## src/sv/lmp_pkg.sv

```systemverilog
`timescale 1ns / 1ps
`default_nettype none
// ----------------------------------------------------------------------------
// lmp_pkg
// shared types and constants of the legendre multipole projector
// ----------------------------------------------------------------------------
package lmp_pkg;

	localparam int unsigned QUEUE_DEPTH_DEF = 4;
	localparam int unsigned PADDR_W = 3;
	localparam logic [0:0] REG_MU_BIN_WIDTH = 1'b0;
	localparam logic [15:0] MU_BIN_WIDTH_RST = 16'd3277;
	localparam logic signed [15:0] MU_ONE = 16'sd16384;
	localparam logic signed [15:0] MU_NEG_ONE = -16'sd16384;
	localparam int unsigned ROOT_STEPS = 32;

	// one classified sample, front to back
	typedef struct packed {
		logic [31:0]        radius;
		logic signed [31:0] xi;
		logic [31:0]        err;
		logic signed [31:0] p2;
		logic signed [31:0] p4;
		logic               last;
	} lmp_item_t;

	// back status seen by the top level
	typedef struct packed {
		logic issue_last;
		logic pend;
	} lmp_stat_t;

endpackage
`default_nettype wire

```

## src/sv/lmp_front.sv

```systemverilog
`timescale 1ns / 1ps
`default_nettype none
// ----------------------------------------------------------------------------
// lmp_front
// input stage: clamps mu and forms the P2 and P4 polynomials
// ----------------------------------------------------------------------------
module lmp_front (
	input  wire logic              clk,
	input  wire logic              arst_n,
	input  wire logic              in_valid,
	output logic                   in_stall,
	input  wire logic [31:0]       radius,
	input  wire logic signed [15:0] mu_value,
	input  wire logic signed [31:0] xi_value,
	input  wire logic [31:0]       xi_error,
	input  wire logic              last_in_row,
	output logic                   q_push,
	output lmp_pkg::lmp_item_t     q_item,
	input  wire logic              q_full
);
	import lmp_pkg::*;

	logic v_s1, v_s2, v_s3, v_s4;
	logic adv;
	logic [31:0] radius_s1, radius_s2, radius_s3;
	logic signed [31:0] xi_s1, xi_s2, xi_s3;
	logic [31:0] err_s1, err_s2, err_s3;
	logic last_s1, last_s2, last_s3;
	logic signed [15:0] m_s1;
	logic signed [15:0] m_c;
	logic signed [31:0] msq_c;
	logic [28:0] m2_s2, m2_s3;
	logic [57:0] m4_c;
	logic [56:0] m4_s3;
	logic signed [31:0] p2_c, p2_s3;
	logic [63:0] p4_u;
	logic signed [63:0] p4_sh;
	lmp_item_t item_s4;

	assign adv = !v_s4 || !q_full;
	assign in_stall = !adv;
	assign q_push = v_s4 && !q_full;
	assign q_item = item_s4;

	always_comb begin
		priority if (mu_value > MU_ONE) begin
			m_c = MU_ONE;
		end else if (mu_value < MU_NEG_ONE) begin
			m_c = MU_NEG_ONE;
		end else begin
			m_c = mu_value;
		end
	end

	assign msq_c = 32'(m_s1) * 32'(m_s1);
	assign m4_c = {29'b0, m2_s2} * {29'b0, m2_s2};
	assign p2_c = $signed(({3'b0, m2_s2} * 32'd6) - 32'h2000_0000);
	// p4 = rnd((35 m4 - 30 2^28 m2 + 3 2^56) / 2^29)
	assign p4_u = (64'(m4_s3) * 64'd35) + (64'd3 << 56) + (64'd1 << 28)
		- ((64'(m2_s3) * 64'd30) << 28);
	assign p4_sh = $signed(p4_u) >>> 29;

	always_ff @(posedge clk or negedge arst_n) begin
		if (!arst_n) begin
			v_s1 <= 1'b0;
			v_s2 <= 1'b0;
			v_s3 <= 1'b0;
			v_s4 <= 1'b0;
		end else if (adv) begin
			v_s1 <= in_valid;
			v_s2 <= v_s1;
			v_s3 <= v_s2;
			v_s4 <= v_s3;
		end
	end

	always_ff @(posedge clk) begin
		if (adv) begin
			radius_s1 <= radius;
			xi_s1     <= xi_value;
			err_s1    <= xi_error;
			last_s1   <= last_in_row;
			m_s1      <= m_c;
			radius_s2 <= radius_s1;
			xi_s2     <= xi_s1;
			err_s2    <= err_s1;
			last_s2   <= last_s1;
			m2_s2     <= msq_c[28:0];
			radius_s3 <= radius_s2;
			xi_s3     <= xi_s2;
			err_s3    <= err_s2;
			last_s3   <= last_s2;
			m2_s3     <= m2_s2;
			m4_s3     <= m4_c[56:0];
			p2_s3     <= p2_c;
			item_s4.radius <= radius_s3;
			item_s4.xi     <= xi_s3;
			item_s4.err    <= err_s3;
			item_s4.last   <= last_s3;
			item_s4.p2     <= p2_s3;
			item_s4.p4     <= p4_sh[31:0];
		end
	end

endmodule
`default_nettype wire

```

## config.mk

```make
export PLATFORM = sky130hd
export DESIGN_NAME = lmp_front
export DESIGN_NICKNAME = d
export VERILOG_FILES = /design/src/sv/lmp_pkg.sv /design/src/sv/lmp_front.sv
export SDC_FILE = /design/constraint.sdc
export NUM_CORES = 2
export LEC_CHECK = 0
export BUFFER_PORTS_ARGS = -buffer_cell sky130_fd_sc_hd__buf_2
export CAP_MARGIN = 20
export CORE_ASPECT_RATIO = 0.8
export CORE_MARGIN = 3
export CORE_UTILIZATION = 65
export DETAILED_ROUTE_END_ITERATION = 16
export GPL_TIMING_DRIVEN = 1
export PLACE_DENSITY = 0.91
export SYNTH_ARGS = -nofsm -noshare
export SYNTH_HDL_FRONTEND = slang
export SYNTH_SLANG_ARGS = --single-unit
```

## constraint.sdc

```tcl
create_clock -name clk -period 30.5 [get_ports clk]
set_clock_uncertainty 0.05 [all_clocks]
set_input_delay 1.525 -clock clk [delete_from_list [all_inputs] [get_ports clk]]
set_output_delay 1.525 -clock clk [all_outputs]
set_load 0.05 [all_outputs]
```

==> key figures <==
Drt
  • Initial DRC Count: 2646
  • Vias per cell: 5.57
  • Drt wl/cell: 19.7 µm
  • WL met1: 49700 µm
  • DR top layer: met4
  • DRC errors left: 0
  • Detailed-route wire length: 127000 µm
  • Pre-antenna DRT Iters: 6
  • DR WL met2: 60100 µm
  • ANT nets after route: 0
  • Met3 wire len: 13400 µm
  • DR vias: 35900

Logic synthesis
  • Synth area leader: fa_1
  • Top FF cell, synth: edfxtp_1
  • Mapped Cells: 4885
  • Post-synth top area share: 34.0%
  • Library cells used by synthesis: 72
  • Main area contributors after synthesis: fa_1, edfxtp_1, ha_1
  • Avg Synthesized Cell Area: 11.9 µm²
  • Synth Warn #: 0
  • Share of flip-flops with an asynchronous set or reset: 0.657%
  • EDFF count, synth: 605
  • Most frequent cell after synthesis: inv_1
  • Mapped Area: 58400 µm²
  • Commonest cells in the netlist: inv_1, fa_1, edfxtp_1
  • Post-synthesis sequential area ratio: 31.3%
  • Seq cells post-synth: 609

Placement
  • I/O Buffers: 278
  • DP HPWL: 99100 µm
  • GP Congestion: 0.984
  • Place WS: 22.19 ns
  • Area after DPL: 61300 µm²

Global routing
  • Remaining global-route overflow: 0
  • First-pass GRT wire length: 206000 µm
  • Initial antenna violation count: 0
  • Pin count of the biggest net entering global routing: 183
  • Vias in the first global route: 39600
  • Total GRT Usage: 28.2%

Critical path
  • CP startpoint kind: flip-flop
  • Most frequent CP cell: fa_1
  • Crit path buffers/inverters: 4
  • R2r startpoint: m2_s2[3]
  • Slowest stage delay, CP: 0.62 ns
  • Crit. End Element: flip-flop
  • Slowest CP cell: fa_1
  • Reg2Reg Capture Point: m4_s3[56]
  • Worst R2R Path Depth: 25
  • Crit path required time: 30.86 ns
  • Stages on worst setup path: 25
  • CP Max Fanout: 24
  • CP arrival: 8.80 ns
  • Reg-to-reg slack, setup: 22.06 ns
  • Crit Path Category: reg -> reg
  • Crit path max-delay family: adder cells

Timing
  • RSZ-0062 raised after global routing: no
  • Final Cycle Share: 27.7%
  • Final hold viol count: 0
  • # setup viols final: 0
  • Total Neg Setup Slack: 0 ns
  • Slew Limit Fails: 0
  • Post-route setup slack: 22.06 ns
  • WHS: 0.309 ns
  • Rel. slew slack: 35.1%
  • Fin crit period: 8.44 ns
  • Worst Tran Pin Value: 0.974 ns
  • Max Freq: 119 MHz

Final layout
  • Layout cells sized above 1: 8.26%
  • Area grow syn2layout: 8.59%
  • Final instance area: 63400 µm²
  • Final Net Count: 6883
  • Ant. Diodes: 0

Clock network
  • Clock transition at path regs: 0.08 ns
  • Clock Tree Root: clkbuf_16
  • H-tree depth: 2
  • Post-CTS setup repair buffer count: 0
  • CTS tree: built
  • Post-CTS Resized: 0
  • Clock latency on the worst-skew pair: 0.67 ns
  • Clock sink count: 609
  • Cts bufs inserted: 61
  • CTS Hold Buffers Added: 0
  • Clock tree buffer depth: 3

Floorplanning
  • Die height: 274 µm
  • Starting Density: 66.2%
  • # rows: 97
  • IO Pins: 280
  • Core area: 88200 µm²
  • Die X: 341 µm
  • Die ar.: 93500 µm²

Job
  • Max-cap viol count: 0

Min path
  • Hold Path Depth: 0
  • Hold Crit Endpoint: q_item[37]
  • Hold Path Class: reg -> reg
  • Hold_sp: p2_s3[4]

Run status
  • Outcome: finished, final reports clean
[per-layer routing]
layer	track usage (%)	vias up
met5	0	-
met4	8.18	0
met3	7.56	329
met2	46.0	1744
met1	37.8	17900
li1	-	15900
[layout make-up]
| cell class | count | area (µm²) |
|---|---|---|
| Clock buffer | 71 | 1560 |
| Clock inverter | 43 | 507 |
| Fill cell | 5653 | 24900 |
| Inverter | 1246 | 4680 |
| Multi-Input combinational cell | 2974 | 35200 |
| Sequential cell | 609 | 18300 |
| Tap cell | 1188 | 1490 |
| Timing Repair Buffer | 313 | 1670 |
[worst reg2reg max path: cells and delay by family (launching register included)]
kind | cells | cell delay, ns
adder cells (fa/ha/maj) | 9 | 4.35
AO/OA/AOI/OAI | 7 | 1.73
AND/OR/NAND/NOR | 4 | 0.88
buffers and inverters | 4 | 0.78
flip-flops | 1 | 0.33
XOR/XNOR | 1 | 0.11
[flip-flops by register name, summed over array words and instances, names as in the netlist, 16 cells and up]
register   flops
xi_s1         32
err_s2        32
p2_s3         28
radius_s2     32
m_s1          16
xi_s3         32
q_item       159
m2_s3         28
err_s1        32
m2_s2         28
radius_s1     32
xi_s2         32
m4_s3         55
radius_s3     32
err_s3        32
[per-stage QoR]
step	utilization (%)	instances
floorplan	-	4913
global placement	69.5	6330
detailed placement	69.5	6330
CTS	71.8	6444
global route	71.8	6444
finish	71.8	6444
[layout by cell type (no fill, tap or decap), types with 25 or more instances in the layout]
cell / netlist / routed
nor2_1: 149 / 149
a21oi_1: 120 / 120
ha_1: 569 / 569
buf_4: 2 / 34
o21a_1: 30 / 30
edfxtp_1: 605 / 605
clkbuf_16: 0 / 61
nand2_1: 314 / 313
a21o_1: 73 / 73
nand3_1: 27 / 27
xnor2_1: 123 / 123
inv_1: 1241 / 1241
o21ai_0: 45 / 45
fa_1: 992 / 992
xor2_1: 61 / 61
nor2b_1: 25 / 25
conb_1: 2 / 30
and2_1: 181 / 181
buf_2: 0 / 278
[worst max path at each step]
stage                     startpoint        end  slack [ns]
final                       m2_s2[3]  m4_s3[56]       22.06
after global routing        m2_s2[3]  m4_s3[56]       21.69
after global placement      m2_s2[3]  m4_s3[56]       22.35
after floorplan               q_full   in_stall       10.43
after detailed placement    m2_s2[3]  m4_s3[56]       22.19
after CTS                   m2_s2[3]  m4_s3[56]       22.21
[cell families (layout without fill, tap and decap cells)]
| logic type | Yosys count | after routing | share of synthesized area [%] |
|---|---|---|---|
| AOI/OAI and AO/OA | 394 | 394 | 4.52 |
| xor gates and xnor gates | 184 | 184 | 2.76 |
| adders and majority gates | 1561 | 1561 | 46.2 |
| buffers and inverters | 1330 | 1673 | 8.57 |
| DFF | 609 | 609 | 31.3 |
| muxes | 8 | 8 | 0.148 |
| other | 2 | 30 | 0.0129 |
| and+or+nand+nor | 797 | 797 | 6.47 |
Power is not shown: default switching activity piles up to over one toggle a cycle in this logic, so the estimate is an artifact.
