**src/sv/lmp_pkg.sv**
```systemverilog
`timescale 1ns / 1ps
`default_nettype none
// ----------------------------------------------------------------------------
// lmp_pkg
// shared types and constants of the legendre multipole projector
// ----------------------------------------------------------------------------
package lmp_pkg;

	localparam int unsigned QUEUE_DEPTH_DEF = 4;
	localparam int unsigned PADDR_W = 3;
	localparam logic [0:0] REG_MU_BIN_WIDTH = 1'b0;
	localparam logic [15:0] MU_BIN_WIDTH_RST = 16'd3277;
	localparam logic signed [15:0] MU_ONE = 16'sd16384;
	localparam logic signed [15:0] MU_NEG_ONE = -16'sd16384;
	localparam int unsigned ROOT_STEPS = 32;

	// one classified sample, front to back
	typedef struct packed {
		logic [31:0]        radius;
		logic signed [31:0] xi;
		logic [31:0]        err;
		logic signed [31:0] p2;
		logic signed [31:0] p4;
		logic               last;
	} lmp_item_t;

	// back status seen by the top level
	typedef struct packed {
		logic issue_last;
		logic pend;
	} lmp_stat_t;

endpackage
`default_nettype wire

```
**src/sv/lmp_queue.sv**
```systemverilog
`timescale 1ns / 1ps
`default_nettype none
// ----------------------------------------------------------------------------
// lmp_queue
// short queue of classified samples between front and back
// ----------------------------------------------------------------------------
module lmp_queue #(
	parameter int unsigned DEPTH = lmp_pkg::QUEUE_DEPTH_DEF
) (
	input  wire logic          clk,
	input  wire logic          arst_n,
	input  wire logic          push,
	input  lmp_pkg::lmp_item_t item_in,
	output logic               full,
	input  wire logic          pop,
	output lmp_pkg::lmp_item_t item_out,
	output logic               empty
);
	import lmp_pkg::*;

	localparam int unsigned PW = (DEPTH > 1) ? $clog2(DEPTH) : 1;

	lmp_item_t mem_q [DEPTH];
	logic [PW-1:0] wr_q, rd_q;
	logic [PW:0] cnt_q;

	assign full = (cnt_q == (PW+1)'(DEPTH));
	assign empty = (cnt_q == '0);
	assign item_out = mem_q[rd_q];

	always_ff @(posedge clk or negedge arst_n) begin
		if (!arst_n) begin
			wr_q  <= '0;
			rd_q  <= '0;
			cnt_q <= '0;
		end else begin
			if (push) begin
				wr_q <= (wr_q == PW'(DEPTH - 1)) ? '0 : wr_q + 1'b1;
			end
			if (pop) begin
				rd_q <= (rd_q == PW'(DEPTH - 1)) ? '0 : rd_q + 1'b1;
			end
			cnt_q <= cnt_q + (PW+1)'(push) - (PW+1)'(pop);
		end
	end

	always_ff @(posedge clk) begin
		if (push) begin
			mem_q[wr_q] <= item_in;
		end
	end

endmodule
`default_nettype wire

```
**config.mk**
```make
export PLATFORM = sky130hd
export DESIGN_NAME = lmp_queue
export DESIGN_NICKNAME = d
export VERILOG_FILES = /design/src/sv/lmp_pkg.sv /design/src/sv/lmp_queue.sv
export SDC_FILE = /design/constraint.sdc
export NUM_CORES = 1
export LEC_CHECK = 0
export ABC_AREA = 1
export BUFFER_PORTS_ARGS = -buffer_cell sky130_fd_sc_hd__buf_2
export CELL_PAD_IN_SITES_DETAIL_PLACEMENT = 0
export CELL_PAD_IN_SITES_GLOBAL_PLACEMENT = 2
export CORE_ASPECT_RATIO = 1.1
export CORE_MARGIN = 2
export CORE_UTILIZATION = 38
export CTS_CLUSTER_SIZE = 12
export DETAILED_ROUTE_END_ITERATION = 6
export GPL_TIMING_DRIVEN = 0
export MAX_ROUTING_LAYER = met4
export PLACE_DENSITY = 0.91
export SLEW_MARGIN = 20
export SYNTH_ARGS = -nofsm -noshare
export SYNTH_HDL_FRONTEND = slang
export SYNTH_SLANG_ARGS = --single-unit
```
**constraint.sdc**
```tcl
create_clock -name clk -period 5.4 [get_ports clk]
set_clock_uncertainty 0.2 [all_clocks]
set_input_delay 0.27 -clock clk [delete_from_list [all_inputs] [get_ports clk]]
set_output_delay 0.27 -clock clk [all_outputs]
set_load 0.005 [all_outputs]
```
==> results of run 1 <==
-- routing by layer --
metal  track usage  vias to the layer above  part of all wire
li1              -                     9192                 -
met4        0.0469                        0             0.015
met3        0.0463                       80             0.070
met5             -                        -                 0
met2         0.322                      447              0.49
met1         0.222                     8282              0.42
-- sequential cells by signal, indices dropped and copies added (netlist names) --
register and count:
wr_q 2, cnt_q 3, mem_q 644, rd_q 2
-- path summary, 6_finish.rpt --
| path | from | end | slack (ns) | depth (start not counted) |
|---|---|---|---|---|
| worst max-delay path | rd_q[1] | item_out[150] | 2.53 | 7 |
| worst min-delay path | item_in[22] | mem_q[0][22] | 0.20 | 2 |
| worst max register to register | wr_q[0] | mem_q[0][118] | 3.27 | 5 |
| worst min register to register | cnt_q[2] | cnt_q[2] | 0.37 | 3 |
| max in group asynchronous | arst_n | rd_q[0] | 4.24 | 3 |
| min in group asynchronous | arst_n | wr_q[1] | 0.51 | 3 |
-- logic make-up after synthesis --
group           after synthesis  share of synthesized area
compound gates                4                   0.000728
buf+inv                     763                      0.114
flops                       651                      0.710
simple gates               1146                      0.171
fa+ha+maj                     8                    0.00391
-- power breakdown --
group	internal, mW	switching (mW)
combinational	1.89	3.70
clock	2.56	1.89
sequential	6.47	0.159
-- cell type report --
cell class | instances | area (µm²) | share of cell area
Multi-Input combinational cell | 1158 | 4840 | 0.141
Clock inverter | 33 | 238 | 0.00692
Antenna cell | 8 | 20.0 | 0.000583
Buffer | 106 | 674 | 0.0196
Timing Repair Buffer | 500 | 3510 | 0.102
Sequential cell | 651 | 19500 | 0.568
Tap cell | 945 | 1180 | 0.0344
Inverter | 657 | 2500 | 0.0728
Clock buffer | 87 | 1880 | 0.0547
-- repair_timing --
action                                 CTS  global route
endpoints found under the hold margin  656             0
hold buffers                           165             0
setup buffers                            0             0
-- critical path, delay by kind of cell (launching register included) --
kind                   cells  cell delay, ns
buffers and inverters      5            1.17
flip-flops                 1            0.38
AND/OR/NAND/NOR            2            0.24
-- cell usage in the layout (no fill, tap or decap), types with 4 or more instances in the layout --
master / synthesis / layout
clkbuf_1: 17 / 31
edfxtp_1: 644 / 644
inv_8: 0 / 4
nand2_1: 818 / 818
diode_2: 0 / 8
nand3_1: 323 / 323
inv_1: 655 / 651
clkinv_1: 0 / 17
ha_1: 7 / 7
buf_16: 0 / 8
clkinv_2: 0 / 5
buf_4: 16 / 16
buf_2: 53 / 380
dlygate4sd3_1: 0 / 165
buf_6: 20 / 20
dfrtp_1: 7 / 7
clkinvlp_4: 0 / 4
clkbuf_16: 0 / 73
-- stage by stage --
| stage | std cells | util | setup TNS [ns] |
|---|---|---|---|
| floorplan | 2572 | - | 0 |
| global placement | 3844 | 0.423 | -1339.56 |
| detailed placement | 3852 | 0.427 | 0 |
| CTS | 4137 | 0.479 | 0 |
| global route | 4145 | 0.479 | 0 |
| finish | 4145 | 0.479 | 0 |
==> metrics, run 1 <==
Final HPWL DP=41200 µm; fraction of final layout cells sized beyond drive strength 1=0.163; kind of launch point of the worst setup path=flip-flop; wire per inst=16.5 µm; Static Leakage=15.9 nW; delay of the slowest critical-path stage=0.38 ns; Finished Cell Area=34400 µm²; initial antenna violation count=11; area growth from synthesis to layout=24.9%; Mapped Area=27500 µm²; drt drc=0; #FFs+latches synth=651; total grt overflow=0; area of placed instances=30600 µm²; sequential-to-total area share from yosys stat=0.710; number of hold-slack violations in the final timing report=0; worst-case setup slack after placement=3.03 ns; Max IR drop VDD=0.000303 V; routed wire length=68300 µm; Max Cap Violations=0; Clk pin slew, worst setup/hold paths=0.05 ns; Routed Antenna Nets=0; CP max-delay cell=dfrtp_1; Post-CTS Resized=0; critical-path maximum fanout=10; Die Area=74500 µm²; library cell used as clock root buffer=clkbuf_16; total power draw=16.7 mW; main area contributors after synthesis=edfxtp_1 70%, nand2_1 11%, inv_1 8.9%; most instantiated cells after synthesis=818 x nand2_1, 655 x inv_1, 644 x edfxtp_1; power density over cell area=485 nW/µm²; Yosys warnings=0; post-layout minimum cycle time=2.87 ns; number of distinct library cells after synthesis=17; number of enable-type register cells in the synthesized netlist=644; top-area cell type share of the netlist area=0.703; dominant cell by count in the synthesized netlist=nand2_1; Avg Synthesized Cell Area=10.7 µm²; clock buffer count from CTS=72; setup repair after global routing missed its margin=no; leading area contributor after synthesis=edfxtp_1; maximum clock frequency=0.348 GHz; fill cell instance count of the final layout=6633; asr flop ratio synth=0.0108; Tightest Pin Transition=0.667 ns; result of the run=finished, final reports clean; Detailed Routing Iterations Pass 1=5; Via Count=18000; maximum clock insertion buffer count=3; required time at the endpoint of the critical path=4.93 ns; endpoint kind of the worst setup timing path=output port; std cell rows=103; Worst Path Class, Setup=reg -> out; first-pass GRT wire length=102000 µm; TritonCTS clock tree=built; width of the chip=260 µm; net count after synthesis=2745; Nets=3319; Tightest Hold Check Type=in -> reg; Starting DRT DRC Count=1093; Clock Latency Late Sink=0.58 ns; core outline area=71700 µm²; mean number of vias per cell=4.34; relative max-transition margin=0.555; smallest hold slack=0.204 ns; crit-path cells=buf_4, inv_4, buf_4, buf_2, nand3_1, nand2_1, buf_2; number of clock sinks=651; global router's overall resource usage=0.188; total count of max-transition violations in the final report=0; Top Ports=328; depth of the CTS H-tree=3; number of buffers inserted by port buffering=327; post-layout worst setup margin=2.53 ns; share of the clock period used by the worst path after layout=0.532; maximum number of pins on one net before global-route repair=80; arrival time at the worst endpoint=2.40 ns; die extent in y=286 µm; total of endpoints with negative setup slack in the final report=0; Initial Utilization=0.384; vias in the first global route=17700; main flop type after synthesis=edfxtp_1; synthesized instance count=2572; GPL Wtd Cong=0.751
No activity file was read; power rests on OpenSTA's default activity.
==> run 2: changes to the inputs <==
--- a/config.mk
+++ b/config.mk
@@ -5,18 +5,18 @@
 export SDC_FILE = /design/constraint.sdc
 export NUM_CORES = 1
 export LEC_CHECK = 0
-export ABC_AREA = 1
+export ABC_AREA = 0
 export BUFFER_PORTS_ARGS = -buffer_cell sky130_fd_sc_hd__buf_2
 export CELL_PAD_IN_SITES_DETAIL_PLACEMENT = 0
 export CELL_PAD_IN_SITES_GLOBAL_PLACEMENT = 2
 export CORE_ASPECT_RATIO = 1.1
 export CORE_MARGIN = 2
-export CORE_UTILIZATION = 38
+export CORE_UTILIZATION = 45
 export CTS_CLUSTER_SIZE = 12
 export DETAILED_ROUTE_END_ITERATION = 6
 export GPL_TIMING_DRIVEN = 0
 export MAX_ROUTING_LAYER = met4
-export PLACE_DENSITY = 0.91
+export PLACE_DENSITY = 0.9
 export SLEW_MARGIN = 20
 export SYNTH_ARGS = -nofsm -noshare
 export SYNTH_HDL_FRONTEND = slang
==> constraint.sdc (replaced) <==
create_clock -name clk -period 2.97 [get_ports clk]
set_clock_uncertainty 0.2 [all_clocks]
set_input_delay 0.1485 -clock clk [delete_from_list [all_inputs] [get_ports clk]]
set_output_delay 0.1485 -clock clk [all_outputs]
set_load 0.005 [all_outputs]
==> run 2 against run 1 <==
Effect of this change: via count decreased by 37%; non-clock buffer count decreased by 64; clock power increased by 74%; critical path depth decreased by 3; critical endpoint is now item_out[28]; highest routed layer unchanged.
==> metrics, run 2 <==
total count of max-transition violations in the final report=0; number of enable-type register cells in the synthesized netlist=644; synthesized-area fraction occupied by adder cells=0.00456; power density over cell area=918 nW/µm²; number of clock sinks=651; relative max-transition margin=0.480; met2 track utilization from global routing=0.307; endpoint kind of the worst setup timing path=output port; smallest hold slack=0.115 ns; leading area contributor after synthesis=edfxtp_1; main area contributors after synthesis=edfxtp_1 82%, mux4_2 15%, dfrtp_1 0.74%; Static Leakage=10.4 nW; area growth from synthesis to layout=27.6%; total power draw=27.6 mW; worst-case setup slack after placement=0.435 ns; sequential-to-total area share from yosys stat=0.827; maximum clock frequency=0.366 GHz; Finished Cell Area=30100 µm²; total of endpoints with negative setup slack in the final report=0; Initial Utilization=0.452; Final HPWL DP=30300 µm; post-layout minimum cycle time=2.73 ns; result of the run=finished, final reports clean; TNS Setup=0 ns; Top Ports=328; Mapped Area=23600 µm²; Routed Antenna Nets=0; xor and xnor fraction of the mapped netlist area=0.000742; largest family of logic cells by synthesized area=multiplexers; Via Count=11300; die extent in y=244 µm; most used routing layer in global routing=met2; Synth Area in Simple Gates=0.00223; kind of launch point of the worst setup path=flip-flop; TritonCTS clock tree=built; depth of the CTS H-tree=3; routed wire length=49100 µm; #FFs+latches synth=651; CP max-delay cell=clkbuf_1; Max Cap Violations=0; clock buffer count from CTS=68; Largest register FFs=644; register containing the most flip-flops in the final layout=mem_q; commonest non-fill, non-tap cell in the layout=edfxtp_1; std cell rows=88; routing usage on met3=0.0495; Max IR drop VDD=0.000879 V; total grt overflow=0; share of the clock period used by the worst path after layout=0.920; post-layout instance count excluding filler cells=2164; maximum clock insertion buffer count=3; Yosys warnings=0; number of distinct library cells after synthesis=20; core outline area=52200 µm²; initial antenna violation count=3; DP Cell Count=1893; GPL Wtd Cong=0.704; library cell used as clock root buffer=clkbuf_16; asr flop ratio synth=0.0108; Detailed Routing Iterations Pass 1=4; Compound-Gate Fraction of Synth Area=0.000424; fraction of final layout cells sized beyond drive strength 1=0.419; synthesized instance count=877; maximum number of pins on one net before global-route repair=47; post-layout worst setup margin=0.237 ns; critical-path maximum fanout=10; area of placed instances=26400 µm²; number of hold-slack violations in the final timing report=0; main flop type after synthesis=edfxtp_1; wire per inst=22.7 µm; fin util=0.577; number of buffers inserted by port buffering=327; commonest cells after routing, fill and taps aside=644 x edfxtp_1, 344 x buf_2, 165 x dlygate4sd3_1; Nets=1626; arrival time at the worst endpoint=2.38 ns; vias in the first global route=12400; grt met1 use=0.230; first-pass GRT wire length=73700 µm; Clock Latency Late Sink=0.58 ns; mean number of vias per cell=5.24; largest registers=mem_q (644), cnt_q (3); Starting DRT DRC Count=728; Tightest Hold Check Type=in -> reg; mux share of post-synthesis cell area=0.155; delay of the slowest critical-path stage=0.62 ns; Worst Path Class, Setup=reg -> out; net count after synthesis=1050; required time at the endpoint of the critical path=2.62 ns; dominant cell by count in the synthesized netlist=edfxtp_1; width of the chip=222 µm; setup repair after global routing missed its margin=no; Avg Synthesized Cell Area=26.9 µm²; most instantiated cells after synthesis=644 x edfxtp_1, 161 x mux4_2, 19 x buf_2; Tightest Pin Transition=0.779 ns; buffers inserted during post-CTS setup optimization=0; crit-path cells=buf_4, clkbuf_1, mux4_2, buf_2; Clk pin slew, worst setup/hold paths=0.06 ns; Die Area=54300 µm²; top-area cell type share of the netlist area=0.819; global router's overall resource usage=0.188; drt drc=0
[run 2: where the power goes]
part           internal, mW  switching [mW]  total, mW
clock                  4.53            3.23       7.76
sequential             11.8           0.308       12.1
combinational          3.84            3.97       7.81
total                  20.1            7.51       27.6
[run 2: area by class of cell]
cell class	instances	area [µm²]
Antenna cell	4	10.0
Buffer	36	235
Clock buffer	82	1800
Clock inverter	20	198
Fill cell	3737	22100
Inverter	6	22.5
Multi-Input combinational cell	184	3850
Sequential cell	651	19500
Tap cell	675	845
Timing Repair Buffer	506	3640
[run 2: timing repair]
item | in CTS | in global routing
endpoints found under the hold margin | 687 | 0
setup endpoints to repair | 79 | 0
resized for setup | 2 | 0
hold buffers | 165 | 0
[run 2: layer usage]
layer	wire (µm)	vias to the layer above
li1	-	4973
met2	25300	339
met1	19500	5952
met5	0	-
met3	3200	71
met4	1100	0
[run 2: kinds of logic (layout without fill, tap and decap cells)]
logic type,after synthesis,count (layout)
DFF,651,651
and+or+nand+nor,9,9
AOI/OAI and AO/OA,2,2
muxes,163,163
adders and majority gates,8,8
other,0,4
xor gates and xnor gates,2,2
buffers and inverters,42,650
[run 2: critical path: cells and delay by family, from the launching register on]
family	cells	cell delay (ns)
buf+inv	3	1.04
mux	1	0.41
flops	1	0.35
[run 2: worst paths after layout]
path / from / to / slack [ns] / cells past startpoint
worst max-delay path: rd_q[1] / item_out[28] / 0.24 / 4
worst min-delay path: item_in[35] / mem_q[1][35] / 0.11 / 2
worst max register to register: wr_q[1] / mem_q[1][126] / 0.48 / 5
worst min register to register: cnt_q[1] / cnt_q[2] / 0.42 / 2
max in group asynchronous: arst_n / wr_q[1] / 1.98 / 3
min in group asynchronous: arst_n / cnt_q[0] / 0.33 / 3
==> run 3: changes to the inputs <==
--- a/config.mk
+++ b/config.mk
@@ -14,9 +14,11 @@
 export CORE_UTILIZATION = 45
 export CTS_CLUSTER_SIZE = 12
 export DETAILED_ROUTE_END_ITERATION = 6
+export GPL_ROUTABILITY_DRIVEN = 1
 export GPL_TIMING_DRIVEN = 0
 export MAX_ROUTING_LAYER = met4
 export PLACE_DENSITY = 0.9
+export SETUP_SLACK_MARGIN = 0.4
 export SLEW_MARGIN = 20
 export SYNTH_ARGS = -nofsm -noshare
 export SYNTH_HDL_FRONTEND = slang
==> run 3 against run 2 <==
Effect of this change: clock power hardly changed; die area stayed put; wire length up 3.0%; final cell count rose by 0.42%; flip-flop and latch count unchanged; count of clock-buffer cells in the layout is the same; combinational power grew 4.9%; fmax rose by 7.3%; critical path type unchanged.
==> metrics, run 3 (synthesis results as in run 2) <==
Tightest Hold Check Type=in -> reg; Initial Utilization=0.452; Combinational Power Share=0.292; global router's overall resource usage=0.188; Die Area=54300 µm²; Max IR drop VDD=0.000880 V; maximum number of pins on one net before global-route repair=47; largest registers=mem_q (644), cnt_q (3); maximum clock insertion buffer count=3; DP Cell Count=1893; Max Cap Violations=0; drt drc=0; WP buf/inv=4; power density over cell area=923 nW/µm²; die extent in y=244 µm; post-layout minimum cycle time=2.55 ns; library cell used as clock root buffer=clkbuf_16; number of clock sinks=651; routed wire length=50500 µm; share of the clock period used by the worst path after layout=0.858; Finished Cell Area=30300 µm²; TritonCTS clock tree=built; required time at the endpoint of the critical path=2.62 ns; Tightest Pin Transition=0.790 ns; net switching power figure=7.62 mW; vias in the first global route=12500; total count of max-transition violations in the final report=0; clock buffer count from CTS=68; commonest non-fill, non-tap cell in the layout=edfxtp_1; mean number of vias per cell=5.26; core outline area=52200 µm²; area growth from synthesis to layout=28.5%; Largest register FFs=644; kind of launch point of the worst setup path=flip-flop; crit-path cells=buf_12, buf_16, buf_16, mux4_2, buf_2; part of the power in the clock network=0.277; arrival time at the worst endpoint=2.20 ns; Nets=1635; Static Leakage=10.5 nW; setup repair after global routing missed its margin=yes; commonest cells after routing, fill and taps aside=644 x edfxtp_1, 330 x buf_2, 165 x dlygate4sd3_1; wire per inst=23.3 µm; number of buffers inserted by port buffering=327; Routed Antenna Nets=0; GPL Wtd Cong=0.704; Clock Latency Late Sink=0.58 ns; number of hold-slack violations in the final timing report=0; worst-case register-to-register setup slack=0.52 ns; fin util=0.581; depth of the CTS H-tree=3; Clk pin slew, worst setup/hold paths=0.06 ns; delay of the slowest critical-path stage=0.52 ns; Final HPWL DP=30300 µm; endpoint kind of the worst setup timing path=output port; area of placed instances=26400 µm²; part of the power in registers=0.431; fraction of final layout cells sized beyond drive strength 1=0.427; initial antenna violation count=6; relative max-transition margin=0.473; total grt overflow=0; register containing the most flip-flops in the final layout=mem_q; cell with the most instances on the worst path=buf_16; design internal power=20.4 mW; Via Count=11400; total of endpoints with negative setup slack in the final report=0; cell family with most CP delay=buffers and inverters; std cell rows=88; post-layout instance count excluding filler cells=2173; fraction of power spent switching nets=0.272; Worst Path Class, Setup=reg -> out; Top Ports=328; total power draw=28.0 mW; Starting DRT DRC Count=739; Detailed Routing Iterations Pass 1=5; CP max-delay cell=mux4_2; critical-path maximum fanout=10; width of the chip=222 µm; first-pass GRT wire length=73600 µm; maximum clock frequency=0.393 GHz; result of the run=finished, final reports clean
## run 3: changes by cell type in the layout (fill, tap and decap cells not counted), moves of 5 or more
cell | before | now
clkbuf_1 | 17 | 12
clkbuf_2 | 0 | 5
buf_4 | 3 | 18
buf_8 | 0 | 5
buf_2 | 344 | 330
buf_6 | 9 | 2
## run 3: power groups by stage
stage | combinational [mW] | sequential, mW | clock, mW
global placement | 7.50 | 12.3 | 0
finish | 8.19 | 12.1 | 7.76
global route | 8.80 | 12.2 | 8.35
detailed placement | 7.80 | 12.2 | 0
CTS | 8.18 | 12.1 | 7.97
floorplan | 4.48 | 12.2 | 0
## run 3: metrics by stage
stage	setup TNS (ns)	hold WS, ns	setup slack (ns)
6_report	0	0.113	0.423
5_1_grt	0	0.0888	0.326
4_1_cts	0	0.0638	0.310
3_5_place_dp	0	-0.201	0.435
3_3_place_gp	-203.86	-0.209	-0.380
2_1_floorplan	0	-0.347	0.571
## run 3: path summary, 6_finish.rpt
check	from	end	cells past startpoint
setup / recovery	rd_q[0]	item_out[151]	5
hold / removal	item_in[73]	mem_q[0][73]	2
setup reg to reg	wr_q[1]	mem_q[1][123]	5
hold reg to reg	cnt_q[1]	cnt_q[2]	2
max in group asynchronous	arst_n	wr_q[1]	3
min in group asynchronous	arst_n	cnt_q[1]	3
## run 3: what timing repair did
item | 4_1_cts | 5_1_grt
buffers inserted | 1 | 4
resized for setup | 33 | 13
endpoints found under the hold margin | 687 | 0
setup endpoints to repair | 159 | 219
hold buffers | 165 | 0
gates cloned | 0 | 4
## run 3: layout make-up
cell class / instances / area, µm²
Timing Repair Buffer: 512 / 3710
Inverter: 6 / 22.5
Multi-Input combinational cell: 187 / 3870
Clock buffer: 82 / 1800
Fill cell: 3709 / 21800
Sequential cell: 651 / 19500
Clock inverter: 20 / 198
Antenna cell: 4 / 10.0
Buffer: 36 / 373
Tap cell: 675 / 845
## run 3: per-layer routing
| layer | part of all wire | up-vias | global-route usage |
|---|---|---|---|
| met5 | 0 | - | - |
| met3 | 0.066 | 69 | 0.0495 |
| met4 | 0.022 | 0 | 0.0632 |
| met2 | 0.51 | 376 | 0.307 |
| li1 | - | 4990 | - |
| met1 | 0.40 | 6005 | 0.229 |
